**src/hw/rtl/sdp_pkg.sv**
```systemverilog
// ----------------------------------------------------------------------------
// sdp_pkg: shared types and constants of the saturating decimal parser
// Holds the parse job passed from the front end to the back end, the
// character codes, the saturation bounds and the shared multiply-by-ten.
// ----------------------------------------------------------------------------
package sdp_pkg;

    // Number of finished strings the queue between front and back can hold.
    localparam int QUEUE_DEPTH = 2;

    // Character codes.
    localparam logic [7:0] CHAR_NUL   = 8'h00;
    localparam logic [7:0] CHAR_MINUS = 8'h2D;
    localparam logic [7:0] CHAR_ZERO  = 8'h30;
    localparam logic [7:0] CHAR_NINE  = 8'h39;
    localparam logic [7:0] CHAR_E     = 8'h65;

    // Keyword lengths.
    localparam logic [2:0] KW_TRUE_LEN  = 3'd4;
    localparam logic [2:0] KW_FALSE_LEN = 3'd5;
    localparam logic [2:0] KW_LEN_MAX   = 3'd7;

    // Saturation bounds.
    localparam logic [63:0] BOUND         = 64'h8000_0000_0000_0000;
    localparam logic [63:0] TIMES10_LIMIT = 64'h0CCC_CCCC_CCCC_CCCC;
    localparam logic [63:0] INT64_MAX     = 64'h7FFF_FFFF_FFFF_FFFF;
    localparam logic [63:0] INT32_MIN     = 64'hFFFF_FFFF_8000_0000;
    localparam logic [63:0] INT32_MAX     = 64'h0000_0000_7FFF_FFFF;

    // Most exponent steps ever applied.
    localparam logic [3:0] EXP_MAX = 4'd10;

    // One finished string, ready for scaling and clamping.
    typedef struct packed {
        logic        ok;
        logic        negative;
        logic [63:0] mantissa;
        logic [3:0]  exponent;
    } job_t;

    // Multiply by ten, saturating at 2^63.
    function automatic logic [63:0] sat_times10(input logic [63:0] x);
        logic [63:0] prod;
        begin
            prod = (x << 3) + (x << 1);
            return (x > TIMES10_LIMIT) ? BOUND : prod;
        end
    endfunction

    // Expected character of "true" at a given position.
    function automatic logic [7:0] kw_true_char(input logic [1:0] pos);
        logic [7:0] ch;
        begin
            unique case (pos)
                2'd0:    ch = 8'h74;
                2'd1:    ch = 8'h72;
                2'd2:    ch = 8'h75;
                default: ch = 8'h65;
            endcase
            return ch;
        end
    endfunction

    // Expected character of "false" at a given position (positions 0 to 4).
    function automatic logic [7:0] kw_false_char(input logic [2:0] pos);
        logic [7:0] ch;
        begin
            unique case (pos)
                3'd0:    ch = 8'h66;
                3'd1:    ch = 8'h61;
                3'd2:    ch = 8'h6C;
                3'd3:    ch = 8'h73;
                3'd4:    ch = 8'h65;
                default: ch = 8'h00;
            endcase
            return ch;
        end
    endfunction

endpackage

```
**src/hw/rtl/sdp_front.sv**
```systemverilog
// ----------------------------------------------------------------------------
// sdp_front: character front end
// Takes one character per beat, tracks the parse phase, sign, saturating
// mantissa, exponent and keyword matching, and on NUL hands a job to the queue.
// ----------------------------------------------------------------------------
module sdp_front
    import sdp_pkg::*;
(
    input  logic       clk,
    input  logic       rst_n,
    input  logic       s_tvalid,
    output logic       s_tready,
    input  logic [7:0] s_tdata,   // [7:0] char_code
    output logic       push_valid,
    output job_t       push_job,
    input  logic       push_ready
);

    typedef enum logic [4:0] {
        PH_START  = 5'b00001,
        PH_SIGNED = 5'b00010,
        PH_MANT   = 5'b00100,
        PH_EXPO   = 5'b01000,
        PH_BAD    = 5'b10000
    } phase_t;

    phase_t      phase_reg,    phase_next;
    logic        negative_reg, negative_next;
    logic [63:0] mantissa_reg, mantissa_next;
    logic [3:0]  exponent_reg, exponent_next;
    logic [2:0]  kw_len_reg,   kw_len_next;
    logic        t_live_reg,   t_live_next;
    logic        f_live_reg,   f_live_next;

    logic        accept;
    logic        is_nul;
    logic        is_digit;
    logic [3:0]  digit;
    logic [7:0]  digit_wide;
    logic [63:0] mant_x10;
    logic [64:0] mant_sum;
    logic [63:0] mant_acc;

    // A beat is taken only when the queue can hold a possible result.
    assign s_tready = push_ready;
    assign accept   = s_tvalid && s_tready;
    assign is_nul   = (s_tdata == CHAR_NUL);

    // Digit decode and the saturating mantissa accumulate.
    assign is_digit   = (s_tdata >= CHAR_ZERO) && (s_tdata <= CHAR_NINE);
    assign digit_wide = s_tdata - CHAR_ZERO;
    assign digit      = digit_wide[3:0];
    assign mant_x10   = sat_times10(mantissa_reg);
    assign mant_sum   = {1'b0, mant_x10} + {61'd0, digit};
    assign mant_acc   = (mant_sum > {1'b0, BOUND}) ? BOUND : mant_sum[63:0];

    // Job built from the state at the terminator.
    always_comb
    begin
        push_valid = accept && is_nul;
        push_job   = '0;
        if (t_live_reg && (kw_len_reg == KW_TRUE_LEN))
        begin
            push_job.ok       = 1'b1;
            push_job.mantissa = 64'd1;
        end
        else if (f_live_reg && (kw_len_reg == KW_FALSE_LEN))
        begin
            push_job.ok = 1'b1;
        end
        else if ((phase_reg == PH_MANT) || (phase_reg == PH_EXPO))
        begin
            push_job.ok       = 1'b1;
            push_job.negative = negative_reg;
            push_job.mantissa = mantissa_reg;
            push_job.exponent = exponent_reg;
        end
    end

    // Next parse state for one character.
    always_comb
    begin
        phase_next    = phase_reg;
        negative_next = negative_reg;
        mantissa_next = mantissa_reg;
        exponent_next = exponent_reg;
        kw_len_next   = kw_len_reg;
        t_live_next   = t_live_reg;
        f_live_next   = f_live_reg;
        if (accept)
        begin
            if (is_nul)
            begin
                phase_next    = PH_START;
                negative_next = 1'b0;
                mantissa_next = '0;
                exponent_next = '0;
                kw_len_next   = '0;
                t_live_next   = 1'b1;
                f_live_next   = 1'b1;
            end
            else
            begin
                // Keyword tracking.
                if ((kw_len_reg >= KW_TRUE_LEN) || (kw_true_char(kw_len_reg[1:0]) != s_tdata))
                begin
                    t_live_next = 1'b0;
                end
                if ((kw_len_reg >= KW_FALSE_LEN) || (kw_false_char(kw_len_reg) != s_tdata))
                begin
                    f_live_next = 1'b0;
                end
                if (kw_len_reg < KW_LEN_MAX)
                begin
                    kw_len_next = kw_len_reg + 3'd1;
                end

                // Number syntax.
                unique case (phase_reg)
                    PH_START, PH_SIGNED:
                    begin
                        if ((phase_reg == PH_START) && (s_tdata == CHAR_MINUS))
                        begin
                            negative_next = 1'b1;
                            phase_next    = PH_SIGNED;
                        end
                        else if (is_digit)
                        begin
                            mantissa_next = {60'd0, digit};
                            phase_next    = PH_MANT;
                        end
                        else
                        begin
                            phase_next = PH_BAD;
                        end
                    end
                    PH_MANT:
                    begin
                        if (is_digit)
                        begin
                            mantissa_next = mant_acc;
                        end
                        else if (s_tdata == CHAR_E)
                        begin
                            phase_next = PH_EXPO;
                        end
                        else
                        begin
                            phase_next = PH_BAD;
                        end
                    end
                    PH_EXPO:
                    begin
                        if (is_digit)
                        begin
                            exponent_next = (exponent_reg != 4'd0) ? EXP_MAX : digit;
                        end
                        else
                        begin
                            phase_next = PH_BAD;
                        end
                    end
                    default:
                    begin
                        phase_next = PH_BAD;
                    end
                endcase
            end
        end
    end

    // Parse state registers.
    always_ff @(posedge clk or negedge rst_n)
    begin
        if (!rst_n)
        begin
            phase_reg    <= PH_START;
            negative_reg <= 1'b0;
            mantissa_reg <= '0;
            exponent_reg <= '0;
            kw_len_reg   <= '0;
            t_live_reg   <= 1'b1;
            f_live_reg   <= 1'b1;
        end
        else
        begin
            phase_reg    <= phase_next;
            negative_reg <= negative_next;
            mantissa_reg <= mantissa_next;
            exponent_reg <= exponent_next;
            kw_len_reg   <= kw_len_next;
            t_live_reg   <= t_live_next;
            f_live_reg   <= f_live_next;
        end
    end

endmodule

```
**src/hw/rtl/sdp_queue.sv**
```systemverilog
// ----------------------------------------------------------------------------
// sdp_queue: job queue between front and back end
// A short first-in first-out queue of finished strings, so the front end
// keeps taking characters while the back end scales a value.
// ----------------------------------------------------------------------------
module sdp_queue
    import sdp_pkg::*;
(
    input  logic clk,
    input  logic rst_n,
    input  logic push_valid,
    input  job_t push_job,
    output logic push_ready,
    output logic pop_valid,
    output job_t pop_job,
    input  logic pop_ready
);

    localparam int PTR_W = (QUEUE_DEPTH > 1) ? $clog2(QUEUE_DEPTH) : 1;
    localparam int CNT_W = $clog2(QUEUE_DEPTH + 1);
    localparam logic [CNT_W-1:0] DEPTH_CNT = CNT_W'(QUEUE_DEPTH);
    localparam logic [PTR_W-1:0] LAST_PTR  = PTR_W'(QUEUE_DEPTH - 1);

    job_t             entry_reg [QUEUE_DEPTH];
    logic [PTR_W-1:0] wr_ptr_reg, wr_ptr_next;
    logic [PTR_W-1:0] rd_ptr_reg, rd_ptr_next;
    logic [CNT_W-1:0] count_reg,  count_next;
    logic             do_push;
    logic             do_pop;

    assign push_ready = (count_reg != DEPTH_CNT);
    assign pop_valid  = (count_reg != '0);
    assign pop_job    = entry_reg[rd_ptr_reg];
    assign do_push    = push_valid && push_ready;
    assign do_pop     = pop_valid && pop_ready;

    // Pointer and fill count update.
    always_comb
    begin
        wr_ptr_next = wr_ptr_reg;
        rd_ptr_next = rd_ptr_reg;
        count_next  = count_reg;
        if (do_push)
        begin
            wr_ptr_next = (wr_ptr_reg == LAST_PTR) ? '0 : wr_ptr_reg + PTR_W'(1);
        end
        if (do_pop)
        begin
            rd_ptr_next = (rd_ptr_reg == LAST_PTR) ? '0 : rd_ptr_reg + PTR_W'(1);
        end
        if (do_push && !do_pop)
        begin
            count_next = count_reg + CNT_W'(1);
        end
        else if (do_pop && !do_push)
        begin
            count_next = count_reg - CNT_W'(1);
        end
    end

    always_ff @(posedge clk or negedge rst_n)
    begin
        if (!rst_n)
        begin
            wr_ptr_reg <= '0;
            rd_ptr_reg <= '0;
            count_reg  <= '0;
        end
        else
        begin
            wr_ptr_reg <= wr_ptr_next;
            rd_ptr_reg <= rd_ptr_next;
            count_reg  <= count_next;
        end
    end

    // Entry storage needs no reset.
    always_ff @(posedge clk)
    begin
        if (do_push)
        begin
            entry_reg[wr_ptr_reg] <= push_job;
        end
    end

endmodule

```
**src/hw/rtl/sdp_back.sv**
```systemverilog
// ----------------------------------------------------------------------------
// sdp_back: scaling and clamping back end
// Pops a job, multiplies the mantissa by ten once per exponent step with
// saturation, applies the sign and the int64 or int32 clamp, and holds the
// result in the output register until it is taken.
// ----------------------------------------------------------------------------
module sdp_back
    import sdp_pkg::*;
(
    input  logic        clk,
    input  logic        rst_n,
    input  logic        narrow_to_32,
    input  logic        pop_valid,
    input  job_t        pop_job,
    output logic        pop_ready,
    output logic        m_tvalid,
    input  logic        m_tready,
    output logic [63:0] m_tdata,   // [63:0] value
    output logic [0:0]  m_tuser    // [0] ok
);

    typedef enum logic [2:0] {
        B_IDLE  = 3'b001,
        B_SCALE = 3'b010,
        B_OUT   = 3'b100
    } bstate_t;

    bstate_t     state_reg, state_next;
    logic        ok_reg,    ok_next;
    logic        neg_reg,   neg_next;
    logic [63:0] val_reg,   val_next;
    logic [3:0]  cnt_reg,   cnt_next;
    logic        out_ok_reg,  out_ok_next;
    logic [63:0] out_val_reg, out_val_next;

    logic [63:0] signed_val;
    logic [63:0] final_val;

    assign pop_ready = (state_reg == B_IDLE);
    assign m_tvalid  = (state_reg == B_OUT);
    assign m_tdata   = out_val_reg;
    assign m_tuser   = out_ok_reg;

    // Sign and range clamp of the scaled magnitude.
    always_comb
    begin
        if (neg_reg)
        begin
            signed_val = (val_reg >= BOUND) ? BOUND : (64'd0 - val_reg);
        end
        else
        begin
            signed_val = (val_reg >= BOUND) ? INT64_MAX : val_reg;
        end
        final_val = signed_val;
        if (narrow_to_32)
        begin
            if (signed_val[63] && (signed_val < INT32_MIN))
            begin
                final_val = INT32_MIN;
            end
            else if (!signed_val[63] && (signed_val > INT32_MAX))
            begin
                final_val = INT32_MAX;
            end
        end
    end

    // Sequencer: load, one multiply-by-ten per cycle, then present.
    always_comb
    begin
        state_next   = state_reg;
        ok_next      = ok_reg;
        neg_next     = neg_reg;
        val_next     = val_reg;
        cnt_next     = cnt_reg;
        out_ok_next  = out_ok_reg;
        out_val_next = out_val_reg;
        unique case (state_reg)
            B_IDLE:
            begin
                if (pop_valid)
                begin
                    ok_next    = pop_job.ok;
                    neg_next   = pop_job.negative;
                    val_next   = pop_job.mantissa;
                    cnt_next   = (pop_job.exponent > EXP_MAX) ? EXP_MAX : pop_job.exponent;
                    state_next = B_SCALE;
                end
            end
            B_SCALE:
            begin
                if (cnt_reg != 4'd0)
                begin
                    val_next = sat_times10(val_reg);
                    cnt_next = cnt_reg - 4'd1;
                end
                else
                begin
                    out_ok_next  = ok_reg;
                    out_val_next = final_val;
                    state_next   = B_OUT;
                end
            end
            B_OUT:
            begin
                if (m_tready)
                begin
                    state_next = B_IDLE;
                end
            end
            default:
            begin
                state_next = B_IDLE;
            end
        endcase
    end

    always_ff @(posedge clk or negedge rst_n)
    begin
        if (!rst_n)
        begin
            state_reg <= B_IDLE;
            cnt_reg   <= '0;
        end
        else
        begin
            state_reg <= state_next;
            cnt_reg   <= cnt_next;
        end
    end

    // Working and output payload registers.
    always_ff @(posedge clk)
    begin
        ok_reg      <= ok_next;
        neg_reg     <= neg_next;
        val_reg     <= val_next;
        out_ok_reg  <= out_ok_next;
        out_val_reg <= out_val_next;
    end

endmodule

```
**src/hw/rtl/saturating_decimal_parser_core.sv**
```systemverilog
// ----------------------------------------------------------------------------
// saturating_decimal_parser_core: streaming decimal string to int64 parser
// Throughput: one character beat per cycle; the front end stalls only when
// the two-entry job queue is full. A NUL beat's job goes through the queue
// to the back end, which applies E = min(exponent, 10) steps of the shared
// multiply-by-ten before the result is valid, one string at a time.
// Reset (rst_n, asynchronous, active low) clears the parse state, the queue,
// the back end sequencer and narrow_to_32.
// ----------------------------------------------------------------------------
module saturating_decimal_parser_core
    import sdp_pkg::*;
(
    input  logic        clk,
    input  logic        rst_n,
    input  logic        s_tvalid,
    output logic        s_tready,
    input  logic [7:0]  s_tdata,   // [7:0] char_code
    output logic        m_tvalid,
    input  logic        m_tready,
    output logic [63:0] m_tdata,   // [63:0] value
    output logic [0:0]  m_tuser,   // [0] ok
    input  logic        cfg_valid,
    output logic        cfg_ready,
    input  logic        cfg_data   // narrow_to_32
);

    logic narrow_reg;
    logic push_valid;
    job_t push_job;
    logic push_ready;
    logic pop_valid;
    job_t pop_job;
    logic pop_ready;

    // Configuration register.
    assign cfg_ready = 1'b1;

    always_ff @(posedge clk or negedge rst_n)
    begin
        if (!rst_n)
        begin
            narrow_reg <= 1'b0;
        end
        else if (cfg_valid && cfg_ready)
        begin
            narrow_reg <= cfg_data;
        end
    end

    sdp_front u_front (
        .clk        (clk),
        .rst_n      (rst_n),
        .s_tvalid   (s_tvalid),
        .s_tready   (s_tready),
        .s_tdata    (s_tdata),
        .push_valid (push_valid),
        .push_job   (push_job),
        .push_ready (push_ready)
    );

    sdp_queue u_queue (
        .clk        (clk),
        .rst_n      (rst_n),
        .push_valid (push_valid),
        .push_job   (push_job),
        .push_ready (push_ready),
        .pop_valid  (pop_valid),
        .pop_job    (pop_job),
        .pop_ready  (pop_ready)
    );

    sdp_back u_back (
        .clk          (clk),
        .rst_n        (rst_n),
        .narrow_to_32 (narrow_reg),
        .pop_valid    (pop_valid),
        .pop_job      (pop_job),
        .pop_ready    (pop_ready),
        .m_tvalid     (m_tvalid),
        .m_tready     (m_tready),
        .m_tdata      (m_tdata),
        .m_tuser      (m_tuser)
    );

endmodule

```
**config.mk**
```make
export PLATFORM = sky130hd
export DESIGN_NAME = saturating_decimal_parser_core
export DESIGN_NICKNAME = d
export VERILOG_FILES = /design/src/hw/rtl/sdp_pkg.sv /design/src/hw/rtl/sdp_front.sv /design/src/hw/rtl/sdp_queue.sv /design/src/hw/rtl/sdp_back.sv /design/src/hw/rtl/saturating_decimal_parser_core.sv
export SDC_FILE = /design/constraint.sdc
export NUM_CORES = 1
export LEC_CHECK = 0
export BUFFER_PORTS_ARGS = -buffer_cell sky130_fd_sc_hd__buf_2
export CAP_MARGIN = 10
export CORE_UTILIZATION = 40
export CTS_CLUSTER_DIAMETER = 200
export CTS_CLUSTER_SIZE = 14
export DETAILED_ROUTE_END_ITERATION = 10
export GPL_ROUTABILITY_DRIVEN = 0
export HOLD_SLACK_MARGIN = 0.02
export PLACE_DENSITY = 0.58
export SLEW_MARGIN = 20
export SYNTH_ARGS = -nofsm -noshare
export SYNTH_HDL_FRONTEND = slang
export SYNTH_HIERARCHICAL = 1
export SYNTH_SLANG_ARGS = --single-unit
```
**constraint.sdc**
```tcl
create_clock -name clk -period 9.85 [get_ports clk]
set_clock_uncertainty 0.1 [all_clocks]
set_input_delay 2.4625 -clock clk [delete_from_list [all_inputs] [get_ports clk]]
set_output_delay 2.4625 -clock clk [all_outputs]
set_load 0.03 [all_outputs]
```
Yosys cells after proc, flatten, opt, wreduce, memory -nomap -nowiden
Memories as Yosys holds them, arrays and structs flattened.
Cells that the tools add are included.
- add/sub/neg operators: 11
- multiply operators: 0
- div/mod/pow operators: 0
- magnitude comparators: 12
- equality and inequality tests: 28
- shifts and indexed selects: 0
- muxes and demuxes: 64
- bitwise gates (word level): 1
- reductions and logical operators: 46
- operators with widths (operator ; number):
    2-to-1 mux 64 bit ; 16
    case mux 64 bit (2 select lines) ; 2
    adder 64 bit ; 2
    greater-than comparator 64 x 60 -> 1 bit (second input constant) ; 2
    2-to-1 mux 70 bit ; 1
    2-to-1 mux 69 bit ; 1
    adder 64 x 4 -> 65 bit ; 1
    greater-than comparator 65 x 64 -> 1 bit (second input constant) ; 1
    >= comparator 64 bit (second input constant) ; 1
    greater-than comparator 64 x 31 -> 1 bit (second input constant) ; 1
    less-than comparator 64 bit (second input constant) ; 1
    subtractor 1 x 64 -> 64 bit (first input constant) ; 1
    case mux 7 bit (5 select lines) ; 1
    2-to-1 mux 4 bit ; 8
    2-to-1 mux 8 bit ; 4
    2-to-1 mux 5 bit ; 6
    case mux 5 bit (3 select lines) ; 2
    nonzero test 2 bit ; 10
    != test 8 bit ; 2
    2-to-1 mux 3 bit ; 5
    AND reduction 3 bit ; 5
    2-to-1 mux 1 bit ; 14
    logical AND 1 bit ; 12
    AND reduction 2 bit ; 5
    38 further kinds ; 58
- register bits: 222
- latch bits: 0
- memory bits (writable): 140
- ROM bits: 0
- bits of input ports: 14
- output and inout port bits: 68
- logic and storage cells: 181
- memories: 1
- memories (memory ; words ; bits a word ; rd ports ; clocked after Yosys merged registers in ; write ports ; RTL line ; RTL):
    u_queue.entry_reg ; 2 ; 70 ; 1 ; 0 ; 1 ; sdp_queue.sv:24 ; job_t entry_reg [QUEUE_DEPTH];

Logic depth before layout (Yosys ltp)
Gate-level depths: netlist (run 1).
- depth in word-level cells: 8
- gate-level depth with buffers: 33
- depth with buffers taken out: 26

By module
Netlist (run 1), hierarchy kept.
- modules (own cells, without submodules) (module ; instances ; cells each ; area an instance (um^2) ; seq. area each (um^2)):
    sdp_back ; 1 ; 1409 ; 12029.0 ; 4110.2
    sdp_front ; 1 ; 1521 ; 11116.9 ; 1980.6
    sdp_queue ; 1 ; 236 ; 5596.6 ; 4304.1
    saturating_decimal_parser_core ; 1 ; 4 ; 51.3 ; 25.0

Least setup slack after synthesis (run 1)
No wires, ideal clock.
- kind: reg2reg
- from: reg u_front.mantissa_reg[51]
- to: reg u_front.mantissa_reg[19]
- setup time: 0.092 ns
- data arrival time: 7.767 ns
- required time: 9.658 ns
- slack: 1.891 ns
- stages on the path, launching flop included: 32
- path buffers: 7
- clock period less this slack: 7.959 ns
- path through: dfrtp_1 and4bb_1 nand4b_1 nor3_1 a2111o_1 o21ai_0 clkbuf_1 clkbuf_1 clkbuf_1 clkbuf_1 buf_1 clkbuf_1 and2_1 ha_1 a21o_1 a21oi_1 nor2_1 nand3_1 or3_1 or4_4 or4b_4 or3_1 xor2_1 a31oi_1 and4b_1 nand4_1 nand4b_1 nor4_4 o32ai_2 a211o_4 buf_6 o31ai_2
- cells in the longest elaborated chain, start to end: 8
- elaborated cells between the ends (all ways): 9
- those cells by class: 2 x add/sub; 2 x order compare; 5 x mux
- ends and longest elaborated chain (element ; RTL line ; RTL):
    start: declaration ; sdp_front.sv:29 ; logic [63:0] mantissa_reg, mantissa_next;
    start signal: assignment ; sdp_front.sv:189 ; mantissa_reg <= mantissa_next;
    adder 64 bit or greater-than comparator 64 x 60 -> 1 bit (tied branches) ; sdp_pkg.sv:45, sdp_pkg.sv:46 ;
    2-to-1 mux 64 bit (*) ; sdp_pkg.sv:46 ; return (x > TIMES10_LIMIT) ? BOUND : prod;
    adder 64 x 4 -> 65 bit (*) ; sdp_front.sv:54 ; assign mant_sum = {1'b0, mant_x10} + {61'd0, digit};
    greater-than comparator 65 x 64 -> 1 bit ; sdp_front.sv:55 ; assign mant_acc = (mant_sum > {1'b0, BOUND}) ? BOUND : mant_sum[63:0];
    2-to-1 mux 64 bit (*) ; sdp_front.sv:55 ;
    2-to-1 mux 64 bit (*) ; sdp_front.sv:139 ; if (is_digit)
    case mux 64 bit (2 select lines) (*) ; sdp_front.sv:119 ; unique case (phase_reg)
    2-to-1 mux 64 bit (*) ; sdp_front.sv:92 ; if (is_nul)
Every way passes the cells marked *; elsewhere a longest branch is shown, timed or not. The select of a mux whose other input is x is not followed.
A chain may end at the register's enable or synchronous reset.

Worst setup path after layout (run 1)
- from: reg u_front.mantissa_reg[62]
- to: reg u_front.mantissa_reg[14]
The elaborated chain is that of the path after synthesis.

==> run summary, run 1 <==
Final #Nets: 3286
CTS tree: built
DR DRC count: 0
Antenna violations before repair: 0
Power share of the clock group: 14.3%
Count of flip-flops with a built-in enable after synthesis: 271
Ys Warns: 6
Min-Delay Startpoint: u_back/ok_reg
Clk_lat worst skew: 600 ps
Vias: 24.9k
Leakage Power: 11.7 nW
WL met1: 37500 um
Most frequent cells in the layout: nand2_1 (341), edfxtp_1 (271), nor2_1 (262)
Pins Over Slew Limit: 0
DRT antenna net count: 0
Critical-path top delay cell: a211oi_4
Number of global-route vias before repair: 23.7k
Max Cap Violations: 0
Placeable Area: 71400 um2
Synth Register Bits: 362
Reg2reg setup slack: 1840 ps
Unrepaired setup endpoints after global routing: no
Reg-to-reg critical path endpoint: u_front/mantissa_reg[14]
Worst reg2reg path depth: 25
Met3 wire len: 4830 um
Setup WS pre-CTS: 1650 ps
CP endpoint kind: flip-flop
Utilization after layout: 42.8%
Via density: 6.06
Max VDD drop: 0.000177 V
Distinct cells, synth: 115
Hold-fix buffers, CTS: 0
Worst Tran Pin Value: 1060 ps
Inserted Clock Buffers: 29
Total global routing overflow: 0
Max reg flops: 140
Die Y: 270 um
Gate Count Post-Synth: 3170
Die area: 73100 um2
Synthesis-to-layout area growth: 6.18%
Layout cells sized above 1: 9.97%
Met2 WL post-DR: 36300 um
Async set-reset flop share out of synthesis: 25.1%
Main synth FF type: edfxtp_1
Worst min path class: flip-flop to flip-flop
Max clock buf depth: 3
Final hold slack: 325 ps
Crit path largest cell delay: 920 ps
Port buffer count: 80
Final count of hold timing violations: 0
Fin crit period: 8010 ps
Largest net degree at the start of global routing: 74
P_sw: 0.00352 W
Arr. time, crit path: 8440 ps
Critical path buffers and inverters: 1
Setup Viol. Count Final: 0
DP HPWL: 62100 um
Root Driver: clkbuf_16
Final setup margin: 1840 ps
Internal Power: 0.00416 W
Worst Setup Start Kind: flip-flop
# IOs: 82
Setup tns final: 0 ps
Seq pwr share: 32.0%
Status: finished, final reports clean
Worst-path clk slew: 70 ps
Ratio of final minimum period to clock period: 81.4%
Starting density of the core: 40.3%
Pwr Density: 251 nW/um2
First-pass GRT wire length: 130000 um
Top sig layer: met4
CTS Sinks: 362
Min-Delay Endpoint: u_back/m_tuser
Syn_nets: 3320
Total Power: 0.00767 W
Sequential area share after synthesis: 36.2%
Routed wire length: 81000 um
Crit path max fanout: 24
DR WL/cell: 19.7 um
Worst EP required: 10280 ps
Post-CTS sizing: 0
Commonest non-fill, non-tap cell in the layout: nand2_1
CP delay by family, top: simple AND/OR/NAND/NOR gates
# rows: 98
Drt first-iter violations: 2161
Crit Path Class: flip-flop to flip-flop
Worst hold stages: 0
Slew HR: 29.4%
Fmax: 0.125 GHz
Net Sw Frac: 45.8%
GRT Overall Usage: 21.6%
Avg Synthesized Cell Area: 9.08 um2
First drt pass iteration count: 5
H-tree depth: 1
Die Width: 270 um
Filler cells: 7062
Logic pwr share: 53.7%
Buffer count from post-CTS setup fixing: 0
Crit Reg-Reg Startpoint: u_front/mantissa_reg[62]
Post-Synthesis Cell Area: 28800 um2
[how the worst max path moves through the flow]
stage / from / to / depth (start not counted)
4_1_cts: u_front/mantissa_reg[62] / u_front/mantissa_reg[5] / 25
6_report: u_front/mantissa_reg[62] / u_front/mantissa_reg[14] / 25
5_1_grt: u_front/mantissa_reg[62] / u_front/mantissa_reg[5] / 25
2_1_floorplan: u_front/mantissa_reg[51] / u_front/mantissa_reg[19] / 31
3_5_place_dp: s_tdata[2] / u_front/mantissa_reg[5] / 19
3_3_place_gp: s_tdata[2] / u_front/mantissa_reg[14] / 19
[worst reg2reg max path, stage by stage, from the launching register on]
cell	delay, ps
dfrtp_1	420
nor4_1	620
nand3_1	150
nor4_1	440
a21boi_0	470
o21ai_4	150
nand2_1	150
inv_1	60
ha_1	270
a21o_1	110
a21oi_1	110
nor2_1	190
nand3_1	150
or3_1	440
or4_4	470
or4b_4	550
or3_1	380
xor2_1	140
a31oi_1	90
and4b_1	280
nand4_1	160
nand4b_1	270
nor4_4	380
o32ai_2	180
a211oi_4	920
a32o_1	310
[power groups by stage]
stage | Combinational [W] | Sequential (W) | Clock, W
3_3_place_gp | 0.00401 | 0.00246 | 0
6_report | 0.00412 | 0.00245 | 0.00110
5_1_grt | 0.00456 | 0.00250 | 0.00119
3_5_place_dp | 0.00404 | 0.00247 | 0
2_1_floorplan | 0.00325 | 0.00233 | 0
4_1_cts | 0.00408 | 0.00244 | 0.00113
[metal layers]
layer	GRT usage, %	vias to the layer above
li1	-	12000
met5	0	-
met4	6.94	0
met2	34.7	989
met1	30.7	11800
met3	1.71	152
[cell usage after synthesis, types with 40 or more instances]
cell	count	area, um2
nand2_1	342	1280
edfxtp_1	271	8140
nor2_1	264	991
a21oi_1	226	1130
o21ai_0	165	826
ha_1	133	1660
and2_1	105	657
clkbuf_1	103	387
xnor2_1	100	876
nor3_1	92	460
nand4_1	88	551
dfrtp_1	87	2180
nand3_1	82	410
a21o_1	75	563
mux2_4	70	1050
xor2_1	64	561
nor4_1	56	350
inv_1	53	199
o31ai_1	50	375
a22o_1	47	412
or3_1	42	263
and3_1	40	250
[per-stage QoR]
stage	cells	area, um2
final	4110	30600
after CTS	4108	30600
after detailed placement	4054	29700
after global routing	4109	30600
after global placement	4054	29700
after floorplan	3170	28800
[cells by family after synthesis]
group	synth area share, %
other	0.0130
muxes	4.43
AOI/OAI and AO/OA	22.3
buffers and inverters	3.77
adders and majority gates	5.99
xor gates and xnor gates	4.99
and+or+nand+nor	22.4
DFF	36.2
[final cells by class]
type | instances | area, um2 | area share (%)
multi-input combinational | 2588 | 17300 | 56.7
sequential | 362 | 10400 | 34.1
tap | 950 | 1190 | 3.89
clock buffer | 53 | 826 | 2.70
timing repair buffer | 101 | 573 | 1.87
inverter | 54 | 203 | 0.663
clock inverter | 1 | 20.0 | 0.0655
antenna | 1 | 2.50 | 0.00818
No activity file was read; power rests on OpenSTA's default activity.
==> run 2: changes to the inputs <==
--- a/config.mk
+++ b/config.mk
@@ -13,7 +13,7 @@
 export DETAILED_ROUTE_END_ITERATION = 10
 export GPL_ROUTABILITY_DRIVEN = 0
 export HOLD_SLACK_MARGIN = 0.02
-export PLACE_DENSITY = 0.58
+export PLACE_DENSITY = 0.6
 export SLEW_MARGIN = 20
 export SYNTH_ARGS = -nofsm -noshare
 export SYNTH_HDL_FRONTEND = slang
==> constraint.sdc (replaced) <==
create_clock -name clk -period 7.3 [get_ports clk]
set_clock_uncertainty 0.1 [all_clocks]
set_input_delay 1.825 -clock clk [delete_from_list [all_inputs] [get_ports clk]]
set_output_delay 1.825 -clock clk [all_outputs]
set_load 0.03 [all_outputs]
==> run 2 against run 1 <==
Sequential share of layout area down 0.23 points. Register-to-register slack lost 1400 ps. Routed wire length decreased by 0.94%. Clock-buffer cell count fell by 2. Critical path type unchanged. Largest power group unchanged.
==> run summary, run 2 (synthesis gave the netlist of run 1 again) <==
Status: finished, final reports clean
DR WL/cell: 19.4 um (-1.5%)
Vias: 24.7k (-0.78%)
Die Width: 270 um (unchanged)
Worst min path class: flip-flop to flip-flop
Die Y: 270 um (unchanged)
Synthesis-to-layout area growth: 6.91%
Utilization after layout: 43.1% (+0.30 points)
Max Cap Violations: 0 (unchanged)
GRT Overall Usage: 21.4% (-0.23 points)
Clk_lat worst skew: 580 ps (-20 ps)
Pwr Density: 335 nW/um2 (+34%)
Leakage Power: 11.8 nW (+1.1%)
Starting density of the core: 40.3% (unchanged)
Worst-path clk slew: 70 ps (about the same)
Ant. Diodes: 0 (-1)
First-pass GRT wire length: 128000 um (-1.6%)
Via density: 5.98 (-1.4%)
Crit Path Class: flip-flop to flip-flop
Cell Count, Final, Fillers Out: 4134 (+0.58%)
H-tree depth: 1 (unchanged)
Inst Count DP: 4074 (+0.49%)
Max clock buf depth: 3 (unchanged)
Largest net degree at the start of global routing: 118 (+59%)
Max reg flops: 140 (unchanged)
DP HPWL: 61700 um (-0.60%)
Max VDD drop: 0.000273 V (+54%)
Antenna violations before repair: 0 (unchanged)
CTS tree: built
Root Driver: clkbuf_16
DRT antenna net count: 0 (unchanged)
Inserted Clock Buffers: 29 (unchanged)
Filler cells: 7069 (+0.099%)
Crit path max fanout: 12 (-50%)
DR DRC count: 0 (unchanged)
CTS Sinks: 362 (unchanged)
# IOs: 82 (unchanged)
Fmax: 0.145 GHz (+16%)
Ratio of final minimum period to clock period: 94.4% (+13 points)
Number of global-route vias before repair: 22.8k (-4.0%)
Worst Setup Start Kind: flip-flop
Total global routing overflow: 0 (unchanged)
Worst Tran Pin Value: 957 ps (-99.1 ps)
Fin crit period: 6890 ps (-1120 ps)
Commonest non-fill, non-tap cell in the layout: nand2_1
Routed wire length: 80300 um (-0.94%)
CP endpoint kind: flip-flop
Final #Nets: 3312 (+0.79%)
Setup Viol. Count Final: 0 (unchanged)
Hold-fix buffers, CTS: 0 (unchanged)
Register area: 10400 um2 (about the same)
Die area: 73100 um2 (unchanged)
Pins Over Slew Limit: 0 (unchanged)
Worst EP required: 7680 ps (-2600 ps)
Most frequent cells in the layout: nand2_1 (341), edfxtp_1 (271), nor2_1 (262)
Drt first-iter violations: 2376 (+9.9%)
Arr. time, crit path: 7280 ps (-1160 ps)
First drt pass iteration count: 6 (+1)
Placeable Area: 71400 um2 (unchanged)
Port buffer count: 80 (unchanged)
Final count of hold timing violations: 0 (unchanged)
Layout cells sized above 1: 10.8% (+0.83 points)
Setup tns final: 0 ps (unchanged)
Multi-input logic area: 17400 um2 (+0.19%)
Slew HR: 34.6% (+5.2 points)
# rows: 98 (unchanged)
run 2: cell count changes in the layout (fill, tap and decap cells not counted), sizes merged:
cell / previous run / this run
buf: 101 / 126
clkinv: 1 / 2
diode: 1 / 0
a211o: 29 / 30
clkbuf: 53 / 51
run 2: stage by stage:
step	area, um2	power, W	worst slack (ps)	hold slack (ps)
floorplan	28800	0.00754	11.7	300
global placement	29900	0.00879	304	331
detailed placement	29900	0.00878	243	336
CTS	30700	0.0103	218	353
global route	30800	0.0111	-19.9	363
finish	30800	0.0103	407	344
run 2: cell type report:
cell class / instances / share of cell area, %
tap: 950 / 3.86
clock inverter: 2 / 0.0406
multi-input combinational: 2589 / 56.4
inverter: 54 / 0.658
sequential: 362 / 33.9
clock buffer: 51 / 2.63
timing repair buffer: 126 / 2.52
run 2: per-layer routing:
| layer | wire length [um] | track usage (%) | part of all wire (%) | vias to the layer above |
|---|---|---|---|---|
| li1 | - | - | - | 12000 |
| met5 | 0 | 0 | 0 | - |
| met4 | 2210 | 5.90 | 2.8 | 0 |
| met1 | 38800 | 32.2 | 48 | 11700 |
| met3 | 4540 | 1.27 | 5.7 | 138 |
| met2 | 34700 | 32.8 | 43 | 845 |
run 2: worst max-delay path, stage by stage, from the launching register on:
cell      delay, ps
dfrtp_1         440
and4bb_1        290
nand4b_1        210
nor4_2          320
buf_4           160
a21boi_2        220
o21ai_4         110
nand2_1         130
inv_1            50
ha_1            270
a21o_1          100
a21oi_1         120
nor2_1          160
nand3_1         100
or3_1           420
or4_4           470
or4b_4          550
nor4_4          270
and2_1          200
nand2_2          80
or3_1           370
a22oi_1         180
nand3_1         140
nor4_4          350
o32ai_2         200
a211o_4         460
buf_4           170
o31ai_2         160
run 2: what timing repair did:
item | 4_1_cts | 5_1_grt
endpoints found under the setup margin | 0 | 53
buffers inserted | 0 | 6
resized for setup | 0 | 2
run 2: worst paths after layout:
kind	from	to	slack (ps)	depth (start not counted)
worst max-delay path	u_front/mantissa_reg[49]	u_front/mantissa_reg[27]	410	27
worst min-delay path	u_back/ok_reg	u_back/m_tuser	340	0
worst max register to register	u_front/mantissa_reg[49]	u_front/mantissa_reg[27]	410	27
worst min register to register	u_back/ok_reg	u_back/m_tuser	340	0
max in group asynchronous	rst_n	u_front/mantissa_reg[58]	4720	2
min in group asynchronous	rst_n	u_front/kw_len_reg[2]	1060	1
run 2: power by group:
| group | total (W) | switching (W) | internal [W] | leakage [nW] |
|---|---|---|---|---|
| sequential | 0.00335 | 0.000647 | 0.00270 | 4.00 |
| clock | 0.00146 | 0.000717 | 0.000745 | 0.389 |
| combinational | 0.00551 | 0.00337 | 0.00215 | 7.40 |
| total | 0.0103 | 0.00473 | 0.00559 | 11.8 |
